[src/rtl/bitmap_frame_allocator_defines.svh]
// assertion macros for the bitmap frame allocator
// no dependencies; included by the files that carry assertions
`ifndef BITMAP_FRAME_ALLOCATOR_DEFINES_SVH
`define BITMAP_FRAME_ALLOCATOR_DEFINES_SVH

// same-cycle implication, checked out of reset
`define BFA_ASSERT_NOW(lbl, clk, rstn, ante, cons, msg) \
	lbl: assert property (@(posedge clk) disable iff (!(rstn)) (ante) |-> (cons)) \
		else $error(msg);

// next-cycle implication, checked out of reset
`define BFA_ASSERT_NEXT(lbl, clk, rstn, ante, cons, msg) \
	lbl: assert property (@(posedge clk) disable iff (!(rstn)) (ante) |=> (cons)) \
		else $error(msg);

`endif

[src/rtl/bfa_pkg.sv]
// shared types and constants of the bitmap frame allocator
// no dependencies; used by the top level and the testbench
package bfa_pkg;

	localparam int unsigned BLOCK_COUNT = 4096;
	// block size, a power of two
	localparam int unsigned BLOCK_BYTES = 4096;
	localparam int unsigned BLOCK_SHIFT = $clog2(BLOCK_BYTES);
	localparam int unsigned BLK_ADDR_W  = 32 - BLOCK_SHIFT;
	localparam logic [31:0] ALL_ONES    = 32'hffff_ffff;

	typedef enum logic [1:0] {
		REQ_ALLOC          = 2'd0,
		REQ_FREE           = 2'd1,
		REQ_REGION_FREE    = 2'd2,
		REQ_REGION_RESERVE = 2'd3
	} req_kind_t;

	typedef enum logic [1:0] {
		ST_OK      = 2'd0,
		ST_OOM     = 2'd1,
		ST_OUTSIDE = 2'd2
	} status_t;

	typedef struct packed {
		req_kind_t   req_type;
		logic [31:0] byte_address;
		logic [31:0] region_bytes;
	} req_t;

	typedef struct packed {
		status_t     status;
		logic [23:0] block_address;
		logic [12:0] used_blocks;
	} rsp_t;

	// index of the single set bit
	function automatic logic [4:0] onehot_to_idx(input logic [31:0] oh);
		logic [4:0] idx;
		idx = '0;
		for (int k = 0; k < 32; k++) begin
			if (oh[k]) begin
				idx = idx | 5'(k);
			end
		end
		return idx;
	endfunction

endpackage

[src/rtl/bfa_stream_if.sv]
// valid/ready stream channel carrying one word per handshake
// payload type given at instantiation, usually a bfa_pkg struct
interface bfa_stream_if #(
	parameter type payload_t = logic
) ();
	logic     valid;
	logic     ready;
	payload_t payload;

	modport source (output valid, output payload, input ready);
	modport sink (input valid, input payload, output ready);
endinterface

[src/rtl/bfa_ram.sv]
// generic single-write, single-read ram with registered read data
// no dependencies
module bfa_ram #(
	parameter int unsigned WIDTH = 32,
	parameter int unsigned DEPTH = 128,
	localparam int unsigned ADDR_W = (DEPTH > 1) ? $clog2(DEPTH) : 1
) (
	input  logic              clk,
	input  logic              we,
	input  logic [ADDR_W-1:0] waddr,
	input  logic [WIDTH-1:0]  wdata,
	input  logic [ADDR_W-1:0] raddr,
	output logic [WIDTH-1:0]  rdata
);
	logic [WIDTH-1:0] mem_q [DEPTH];

	always_ff @(posedge clk) begin
		if (we) begin
			mem_q[waddr] <= wdata;
		end
		rdata <= mem_q[raddr];
	end
endmodule

[src/rtl/bitmap_frame_allocator.sv]
// bitmap frame allocator: one bit per block in a word ram, walked one word a cycle
// reset: a sweep over all MAP_WORDS words (128 by default) fills the map with ones, no request taken
// alloc: scans from word 0 up to the first word with a free bit, else oom
// free and region ops walk the words spanned (none if empty); region free also reserves block 0
// one request at a time, set by the single read port walked in the scan/walk loop
// depends on bfa_pkg, bfa_stream_if, bfa_ram and bitmap_frame_allocator_defines.svh
`include "bitmap_frame_allocator_defines.svh"

module bitmap_frame_allocator #(
	parameter int unsigned BLOCK_COUNT = bfa_pkg::BLOCK_COUNT
) (
	input logic         clk,
	input logic         arst_n,
	bfa_stream_if.sink   req,
	bfa_stream_if.source rsp
);
	localparam int unsigned MAP_WORDS = (BLOCK_COUNT + 31) / 32;
	localparam int unsigned WORD_W    = (MAP_WORDS > 1) ? $clog2(MAP_WORDS) : 1;
	localparam int unsigned PTR_W     = WORD_W + 1;
	localparam int unsigned CNT_W     = $clog2(BLOCK_COUNT + 1);
	localparam int unsigned AW        = bfa_pkg::BLK_ADDR_W;

	typedef enum logic [6:0] {
		S_INIT  = 7'b0000001,
		S_IDLE  = 7'b0000010,
		S_SETUP = 7'b0000100,
		S_CLIP  = 7'b0001000,
		S_SCAN  = 7'b0010000,
		S_WALK  = 7'b0100000,
		S_RESP  = 7'b1000000
	} state_t;

	state_t               state_q;
	logic [PTR_W-1:0]     ptr_q;
	logic [PTR_W-1:0]     last_q;
	logic                 pend_q;
	logic [WORD_W-1:0]    pend_addr_q;
	logic [WORD_W-1:0]    first_q;
	logic [31:0]          lo_mask_q;
	logic [31:0]          hi_mask_q;
	logic                 mark_q;
	logic                 mark0_q;
	bfa_pkg::req_t        req_q;
	logic [AW-1:0]        start_q;
	logic [AW:0]          end_q;
	bfa_pkg::status_t     status_q;
	logic [23:0]          baddr_q;
	logic [CNT_W-1:0]     cnt_q;
	bfa_pkg::rsp_t        rsp_q;
	logic                 out_vld_q;

	logic                 ram_we;
	logic [WORD_W-1:0]    ram_wa;
	logic [31:0]          ram_wd;
	logic [31:0]          rd_word;

	logic                 issue_more;
	logic                 hit;
	logic [31:0]          free_oh;
	logic [31:0]          word_mask;
	logic [31:0]          walk_word;
	logic [5:0]           delta;
	logic [31:0]          alloc_addr;
	logic [31:0]          addr_blk;
	logic [31:0]          len_blk;
	logic                 outside;
	logic                 empty;
	logic [31:0]          sw32;
	logic [31:0]          lw32;
	logic [4:0]           e_bits;
	logic [31:0]          hi_mask;
	logic [31:0]          cnt_ext;
	logic                 in_acc;

	bfa_ram #(
		.WIDTH (32),
		.DEPTH (MAP_WORDS)
	) u_map (
		.clk   (clk),
		.we    (ram_we),
		.waddr (ram_wa),
		.wdata (ram_wd),
		.raddr (ptr_q[WORD_W-1:0]),
		.rdata (rd_word)
	);

	assign req.ready = (state_q == S_IDLE);
	assign in_acc    = req.valid && req.ready;
	assign rsp.valid = out_vld_q;
	assign rsp.payload = rsp_q;
	assign cnt_ext   = 32'(cnt_q);

	// word walk datapath
	assign issue_more = (ptr_q <= last_q);
	assign hit        = pend_q && (rd_word != bfa_pkg::ALL_ONES);
	assign free_oh    = ~rd_word & (rd_word + 32'd1);
	assign word_mask  = ((pend_addr_q == first_q) ? lo_mask_q : bfa_pkg::ALL_ONES)
		& ((pend_addr_q == last_q[WORD_W-1:0]) ? hi_mask_q : bfa_pkg::ALL_ONES);
	assign walk_word  = mark_q ? (rd_word | word_mask) : (rd_word & ~word_mask);
	assign delta      = 6'($countones(rd_word ^ walk_word));
	assign alloc_addr = 32'({pend_addr_q, bfa_pkg::onehot_to_idx(free_oh)})
		<< bfa_pkg::BLOCK_SHIFT;

	// region bounds
	assign addr_blk = req_q.byte_address >> bfa_pkg::BLOCK_SHIFT;
	assign len_blk  = (req_q.req_type == bfa_pkg::REQ_FREE) ? 32'd1
		: (req_q.region_bytes >> bfa_pkg::BLOCK_SHIFT);
	assign outside  = 32'(end_q) > 32'(BLOCK_COUNT);
	assign empty    = (32'(start_q) >= 32'(end_q)) || (32'(start_q) >= 32'(BLOCK_COUNT));
	assign sw32     = 32'(start_q) >> 5;
	assign lw32     = outside ? 32'((BLOCK_COUNT - 1) >> 5) : ((32'(end_q) - 32'd1) >> 5);
	assign e_bits   = outside ? 5'(BLOCK_COUNT % 32) : end_q[4:0];
	assign hi_mask  = (e_bits == 5'd0) ? bfa_pkg::ALL_ONES : ~(bfa_pkg::ALL_ONES << e_bits);

	always_comb begin
		ram_we = 1'b0;
		ram_wa = pend_addr_q;
		ram_wd = walk_word;
		unique case (state_q)
			S_INIT: begin
				ram_we = 1'b1;
				ram_wa = ptr_q[WORD_W-1:0];
				ram_wd = bfa_pkg::ALL_ONES;
			end
			S_SCAN: begin
				ram_we = hit;
				ram_wd = rd_word | free_oh;
			end
			S_WALK: begin
				ram_we = pend_q;
			end
			default: begin
				ram_we = 1'b0;
			end
		endcase
	end

	always_ff @(posedge clk or negedge arst_n) begin
		if (!arst_n) begin
			state_q   <= S_INIT;
			ptr_q     <= '0;
			last_q    <= '0;
			pend_q    <= 1'b0;
			mark0_q   <= 1'b0;
			cnt_q     <= CNT_W'(BLOCK_COUNT);
			out_vld_q <= 1'b0;
		end else begin
			// a result loaded in S_RESP keeps valid high
			if (rsp.valid && rsp.ready && (state_q != S_RESP)) begin
				out_vld_q <= 1'b0;
			end
			unique case (state_q)
				S_INIT: begin
					ptr_q <= ptr_q + PTR_W'(1);
					if (ptr_q == PTR_W'(MAP_WORDS - 1)) begin
						state_q <= S_IDLE;
					end
				end
				S_IDLE: begin
					if (in_acc) begin
						req_q   <= req.payload;
						state_q <= S_SETUP;
					end
				end
				S_SETUP: begin
					start_q <= addr_blk[AW-1:0];
					end_q   <= (AW + 1)'(addr_blk[AW-1:0]) + (AW + 1)'(len_blk[AW-1:0]);
					pend_q  <= 1'b0;
					if (req_q.req_type == bfa_pkg::REQ_ALLOC) begin
						ptr_q   <= '0;
						last_q  <= PTR_W'(MAP_WORDS - 1);
						state_q <= S_SCAN;
					end else begin
						state_q <= S_CLIP;
					end
				end
				S_CLIP: begin
					status_q <= outside ? bfa_pkg::ST_OUTSIDE : bfa_pkg::ST_OK;
					baddr_q  <= '0;
					if (!empty) begin
						first_q   <= sw32[WORD_W-1:0];
						ptr_q     <= sw32[PTR_W-1:0];
						last_q    <= lw32[PTR_W-1:0];
						lo_mask_q <= bfa_pkg::ALL_ONES << start_q[4:0];
						hi_mask_q <= hi_mask;
						mark_q    <= (req_q.req_type == bfa_pkg::REQ_REGION_RESERVE);
						mark0_q   <= (req_q.req_type == bfa_pkg::REQ_REGION_FREE);
						state_q   <= S_WALK;
					end else if (req_q.req_type == bfa_pkg::REQ_REGION_FREE) begin
						// nothing to clear, go straight to reserving block 0
						first_q   <= '0;
						ptr_q     <= '0;
						last_q    <= '0;
						lo_mask_q <= bfa_pkg::ALL_ONES;
						hi_mask_q <= 32'd1;
						mark_q    <= 1'b1;
						mark0_q   <= 1'b0;
						state_q   <= S_WALK;
					end else begin
						state_q <= S_RESP;
					end
				end
				S_SCAN: begin
					if (hit) begin
						cnt_q    <= cnt_q + CNT_W'(1);
						status_q <= bfa_pkg::ST_OK;
						baddr_q  <= alloc_addr[23:0];
						pend_q   <= 1'b0;
						state_q  <= S_RESP;
					end else begin
						pend_q      <= issue_more;
						pend_addr_q <= ptr_q[WORD_W-1:0];
						if (issue_more) begin
							ptr_q <= ptr_q + PTR_W'(1);
						end
						if (!pend_q && !issue_more) begin
							status_q <= bfa_pkg::ST_OOM;
							baddr_q  <= '0;
							state_q  <= S_RESP;
						end
					end
				end
				S_WALK: begin
					if (pend_q) begin
						if (mark_q) begin
							cnt_q <= cnt_q + CNT_W'(delta);
						end else begin
							cnt_q <= cnt_q - CNT_W'(delta);
						end
					end
					pend_q      <= issue_more;
					pend_addr_q <= ptr_q[WORD_W-1:0];
					if (issue_more) begin
						ptr_q <= ptr_q + PTR_W'(1);
					end
					if (!pend_q && !issue_more) begin
						if (mark0_q) begin
							// last write has landed, now reserve block 0
							first_q   <= '0;
							ptr_q     <= '0;
							last_q    <= '0;
							lo_mask_q <= bfa_pkg::ALL_ONES;
							hi_mask_q <= 32'd1;
							mark_q    <= 1'b1;
							mark0_q   <= 1'b0;
						end else begin
							state_q <= S_RESP;
						end
					end
				end
				S_RESP: begin
					if (!out_vld_q || rsp.ready) begin
						rsp_q.status        <= status_q;
						rsp_q.block_address <= baddr_q;
						rsp_q.used_blocks   <= cnt_ext[12:0];
						out_vld_q           <= 1'b1;
						state_q             <= S_IDLE;
					end
				end
				default: begin
					state_q <= S_IDLE;
				end
			endcase
		end
	end

	`BFA_ASSERT_NOW(a_cnt_bound, clk, arst_n, 1'b1, 32'(cnt_q) <= 32'(BLOCK_COUNT), "used count above block count")
	`BFA_ASSERT_NEXT(a_acc_setup, clk, arst_n, in_acc, state_q == S_SETUP, "accepted word did not start setup")
	`BFA_ASSERT_NOW(a_we_state, clk, arst_n, ram_we, (state_q == S_INIT) || (state_q == S_SCAN) || (state_q == S_WALK), "map write outside walk")
	`BFA_ASSERT_NOW(a_resp_idle, clk, arst_n, state_q == S_RESP, !pend_q, "result taken with a word read in flight")
endmodule

[src/flat_wrapper.sv]
// flat-port wrapper written by rule: the top's interface ports become plain ports
module bitmap_frame_allocator_flat import bfa_pkg::*;
#(
	parameter int unsigned BLOCK_COUNT = bfa_pkg::BLOCK_COUNT
)
  (clk, arst_n, req_valid, req_payload, req_ready, rsp_valid, rsp_payload, rsp_ready);
  bfa_stream_if #(.payload_t(req_t)) req_i ();
  bfa_stream_if #(.payload_t(rsp_t)) rsp_i ();
  input logic clk;
  input logic arst_n;
  input wire logic [$bits(req_i.valid)-1:0] req_valid;
  input wire logic [$bits(req_i.payload)-1:0] req_payload;
  output wire logic [$bits(req_i.ready)-1:0] req_ready;
  output wire logic [$bits(rsp_i.valid)-1:0] rsp_valid;
  output wire logic [$bits(rsp_i.payload)-1:0] rsp_payload;
  input wire logic [$bits(rsp_i.ready)-1:0] rsp_ready;
  assign req_i.valid = req_valid;
  assign req_i.payload = req_payload;
  assign req_ready = req_i.ready;
  assign rsp_valid = rsp_i.valid;
  assign rsp_payload = rsp_i.payload;
  assign rsp_i.ready = rsp_ready;
  bitmap_frame_allocator #(.BLOCK_COUNT(BLOCK_COUNT)) u_core (.clk(clk), .arst_n(arst_n), .req(req_i), .rsp(rsp_i));
endmodule
[config.mk]
export PLATFORM = sky130hd
export DESIGN_NAME = bitmap_frame_allocator_flat
export DESIGN_NICKNAME = d
export VERILOG_FILES = /design/src/rtl/bfa_pkg.sv /design/src/rtl/bfa_stream_if.sv /design/src/rtl/bfa_ram.sv /design/src/rtl/bitmap_frame_allocator.sv /design/src/flat_wrapper.sv
export VERILOG_INCLUDE_DIRS = /design/src /design/src/rtl
export SDC_FILE = /design/constraint.sdc
export NUM_CORES = 2
export LEC_CHECK = 0
export BUFFER_PORTS_ARGS = -buffer_cell sky130_fd_sc_hd__clkbuf_2
export CAP_MARGIN = 5
export CELL_PAD_IN_SITES_DETAIL_PLACEMENT = 1
export CELL_PAD_IN_SITES_GLOBAL_PLACEMENT = 2
export CORE_MARGIN = 5
export CORE_UTILIZATION = 40
export CTS_CLUSTER_DIAMETER = 150
export DETAILED_ROUTE_END_ITERATION = 7
export GPL_TIMING_DRIVEN = 0
export PLACE_DENSITY = 0.74
export RECOVER_POWER = 50
export SETUP_SLACK_MARGIN = 0.5
export SYNTH_ARGS = -nofsm -noshare
export SYNTH_HDL_FRONTEND = slang
export SYNTH_SLANG_ARGS = --single-unit
[constraint.sdc]
create_clock -name clk -period 24.3 [get_ports clk]
set_clock_uncertainty 0.2 [all_clocks]
set_input_delay 1.215 -clock clk [delete_from_list [all_inputs] [get_ports clk]]
set_output_delay 1.215 -clock clk [all_outputs]
set_load 0.01 [all_outputs]
==> impl_metrics.tcl <==
set metrics [dict create \
    status "finished with violations" \
    violations "max-capacitance violations, max-slew violations" \
    fmax_mhz 105 \
    hold_path.class "input pin to register" \
    total_power_mw 23.7 \
    yosysSeqAreaShare_pct 76.5 \
    synth.ff_latch_count 4369 \
    clock_power_share_pct 28.0 \
    worst_slew_pin_slew_ns 4.69 \
    die_area_um2 440000 \
    fin_nets 8298 \
    synth_area_um2 171000 \
    cellLeakagePower_nw 59.9 \
    htree_levels 5 \
    switching_share_pct 33.4 \
    p_int_mw 15.8 \
    hpwlAfterDp_um 329000 \
    p_per_area_nw_per_um2 120 \
    grt_overflow_total 0 \
    fillers 38500 \
    synthDistinctLibCells 74 \
    syn_avg_cell_area_um2 23.1 \
    cts_buffer_depth 4 \
    hp-start "req_payload[62]" \
    cp.arrival_ns 10.20 \
    cts_made_buffers 426 \
    critPathMaxStageDelay_ns 0.73 \
    post_cts_resized 0 \
    cts_root_buf "clkbuf_16" \
    fin_crit_sh_pct 39.1 \
    grt_pass1_vias 86800 \
    cp_common_cell "fa_1" \
    layout-drive-gt1-share_pct 29.2 \
    rsz0062_at_grt "false" \
    cts_hold_buf 0 \
    area_growth_pct 15.2 \
    cts_tree "done" \
    hold_viol_final 0 \
    clk_pin_slew_worst_paths_ns 0.06 \
    grt_pass1_wl_um 676000 \
    postSynthCellCount 7404 \
    ant_nets 0 \
    start_kind "register" \
    first_pass_iters 8 \
    worst_ep_required_time_ns 25.00 \
    irDropWorstVdd_uv 465 \
    p_comb_share_pct 36.4 \
    dp.cells 13400 \
    finalCoreUtilization_pct 46.2 \
    ys.flop_type "edfxtp_1" \
    crit_fanout 10 \
    rr_endpoint "u_core.cnt_q[12]$_DFFE_PN1P_" \
    cts_num_sinks 4369 \
    start_util_pct 40.1 \
    io_pins 111 \
    clk_latency_ns 1.01 \
    die_w_um 664 \
    dieHeight_um 664 \
    seq_power_share_pct 35.6 \
    drt-total-wl_um 480000 \
    crit_end "u_core.cnt_q[12]$_DFFE_PN1P_" \
    power.switching_mw 7.92 \
    synth.area.top_cells "edfxtp_1 76%, mux4_2 18%, ha_1 0.63%" \
    io_buffers 74 \
    avgRoutedWirePerCell_um 33.8 \
    core_area_um2 426000 \
    tns_ns 0 \
    r2r_cells 30 \
    crit_type "register to register" \
    vias 83300 \
    cp-end-kind "register" \
    synth_top_area_share_pct 75.5 \
    viasPerCell 5.87 \
    r2r-start "u_core.pend_addr_q[2]$_DFFE_PP_" \
    synthArstFlopShare_pct 0.893 \
    grt_use_total_pct 21.5 \
    max_cap_viol_count 66 \
    worst_path_max_delay_cell "a311oi_1" \
    max_slew_margin_pct -212 \
    hold_depth 1 \
    slew_violations 4073 \
    rows 240 \
    gp_congestion 0.886 \
    drc 0 \
    ys_warn_count 0 \
    fin_hold_ws_ns 0.195 \
    final_cells 14200 \
    antenna_found_initial 48 \
    synth_edf_count 4298 \
    dr.first_iter.drc_count 10900 \
    post-cts-setup-buffers 0 \
    finalSetupViolations 0 \
    grt_max_degree 106 \
    final.min_clock_period_ns 9.50 \
    yosys.area.top_type "edfxtp_1" \
    rrSetupSlack_ns 14.80 \
    crit_start "u_core.pend_addr_q[2]$_DFFE_PP_" \
]
==> stage by stage <==
| step | setup WS [ns] | cell area [um2] |
|---|---|---|
| 6_report | 14.80 | 197000 |
| 5_1_grt | 14.33 | 197000 |
| 4_1_cts | 14.81 | 198000 |
| 3_5_place_dp | 14.88 | 184000 |
| 3_3_place_gp | 11.80 | 178000 |
| 2_1_floorplan | 16.43 | 171000 |
==> final cells by class <==
| type | count | area [um2] | share of cell area (%) |
|---|---|---|---|
| sequential | 4369 | 131000 | 66.4 |
| multi-input combinational | 2525 | 39100 | 19.9 |
| clock buffer | 512 | 11200 | 5.68 |
| tap | 5687 | 7120 | 3.61 |
| timing repair buffer | 271 | 3870 | 1.97 |
| clock inverter | 283 | 2730 | 1.38 |
| buffer | 405 | 1720 | 0.873 |
| inverter | 116 | 435 | 0.221 |
| antenna | 20 | 50.0 | 0.0254 |
==> power groups by stage <==
| stage | Combinational, mW | Clock, mW | Sequential [mW] |
|---|---|---|---|
| finish | 8.64 | 6.64 | 8.43 |
| global route | 9.25 | 7.11 | 8.43 |
| CTS | 8.73 | 6.73 | 8.42 |
| detailed placement | 8.65 | 0 | 8.58 |
| global placement | 8.50 | 0 | 8.59 |
| floorplan | 5.69 | 0 | 8.53 |
==> cell usage in the layout (no fill, tap or decap), types with 77 or more instances in the layout <==
master     Yosys  layout
nor2_4         0     128
clkbuf_16      0     434
clkinv_1       0     100
inv_1        116     116
clkinv_2       0      83
buf_2        104     102
a21oi_1       81      81
clkbuf_1     249     390
ha_1          86      86
buf_12         0      87
nand2_1       96      96
edfxtp_1    4298    4298
mux4_2      1344    1344
o21ai_0       78      77
nor2_1       259     131
==> metal layers <==
metal | share of wire [%] | vias to the layer above | GRT usage (%)
met5 | 0.027 | - | 0
met2 | 49 | 4209 | 35.4
met1 | 38 | 45300 | 28.4
met4 | 3.8 | 10 | 7.62
met3 | 8.5 | 824 | 4.50
li1 | - | 33000 | -
==> how the worst min path moves through the flow <==
stage	end	slack, ns
3_3_place_gp	u_core.rsp.payload[28]$_DFFE_PP_	0.21
4_1_cts	u_core.addr_blk[18]$_DFFE_PP_	0.13
5_1_grt	u_core.req_q[65]$_DFFE_PP_	0.16
2_1_floorplan	u_core.rsp.payload[25]$_DFFE_PP_	0.20
6_report	u_core.addr_blk[18]$_DFFE_PP_	0.20
3_5_place_dp	u_core.rsp.payload[26]$_DFFE_PP_	0.21
==> sequential cells by signal, indices dropped and copies added, names as in the netlist, 13 cells and up <==
register            flops
u_core.u_map.mem_q   4096
u_core.rsp.payload     27
u_core.hi_mask_q       32
u_core.cnt_q           13
u_core.start_q         20
u_core.addr_blk        20
u_core.u_map.rdata     32
u_core.end_q           21
u_core.req_q           22
u_core.lo_mask_q       31
==> cell usage after synthesis (20+ instances only) <==
cell type  number
buf_2         104
mux2_2         40
o21ai_0        78
ha_1           86
inv_1         116
edfxtp_1     4298
a21o_1         21
o22ai_1        39
clkbuf_1      249
dfrtp_1        37
a22oi_1        20
nor2_1        259
nand2_1        96
and2_1         35
dfxtp_1        32
nand2b_1       22
nor3_1         31
nand3_1        33
xnor2_1        67
buf_1          39
o22a_1         30
a21oi_1        81
mux4_2       1344
fa_1           28
==> critical path, delay by kind of cell, from the launching register on <==
family	cells	cell delay, ns
AO/OA/AOI/OAI	5	2.02
XOR/XNOR	4	0.74
adder cells (fa/ha/maj)	9	3.79
buffers and inverters	5	0.98
flip-flops	1	0.33
AND/OR/NAND/NOR	7	1.36
==> logic make-up after synthesis <==
logic type      Yosys count  synth area share, %
compound gates          362                 1.36
xor+xnor                 86                0.441
mux                    1387                 18.0
flops                  4369                 76.5
other cells               2              0.00439
fa+ha+maj               114                0.958
simple gates            563                 1.53
buf+inv                 521                 1.25
Power figures use the tool's default switching activity.
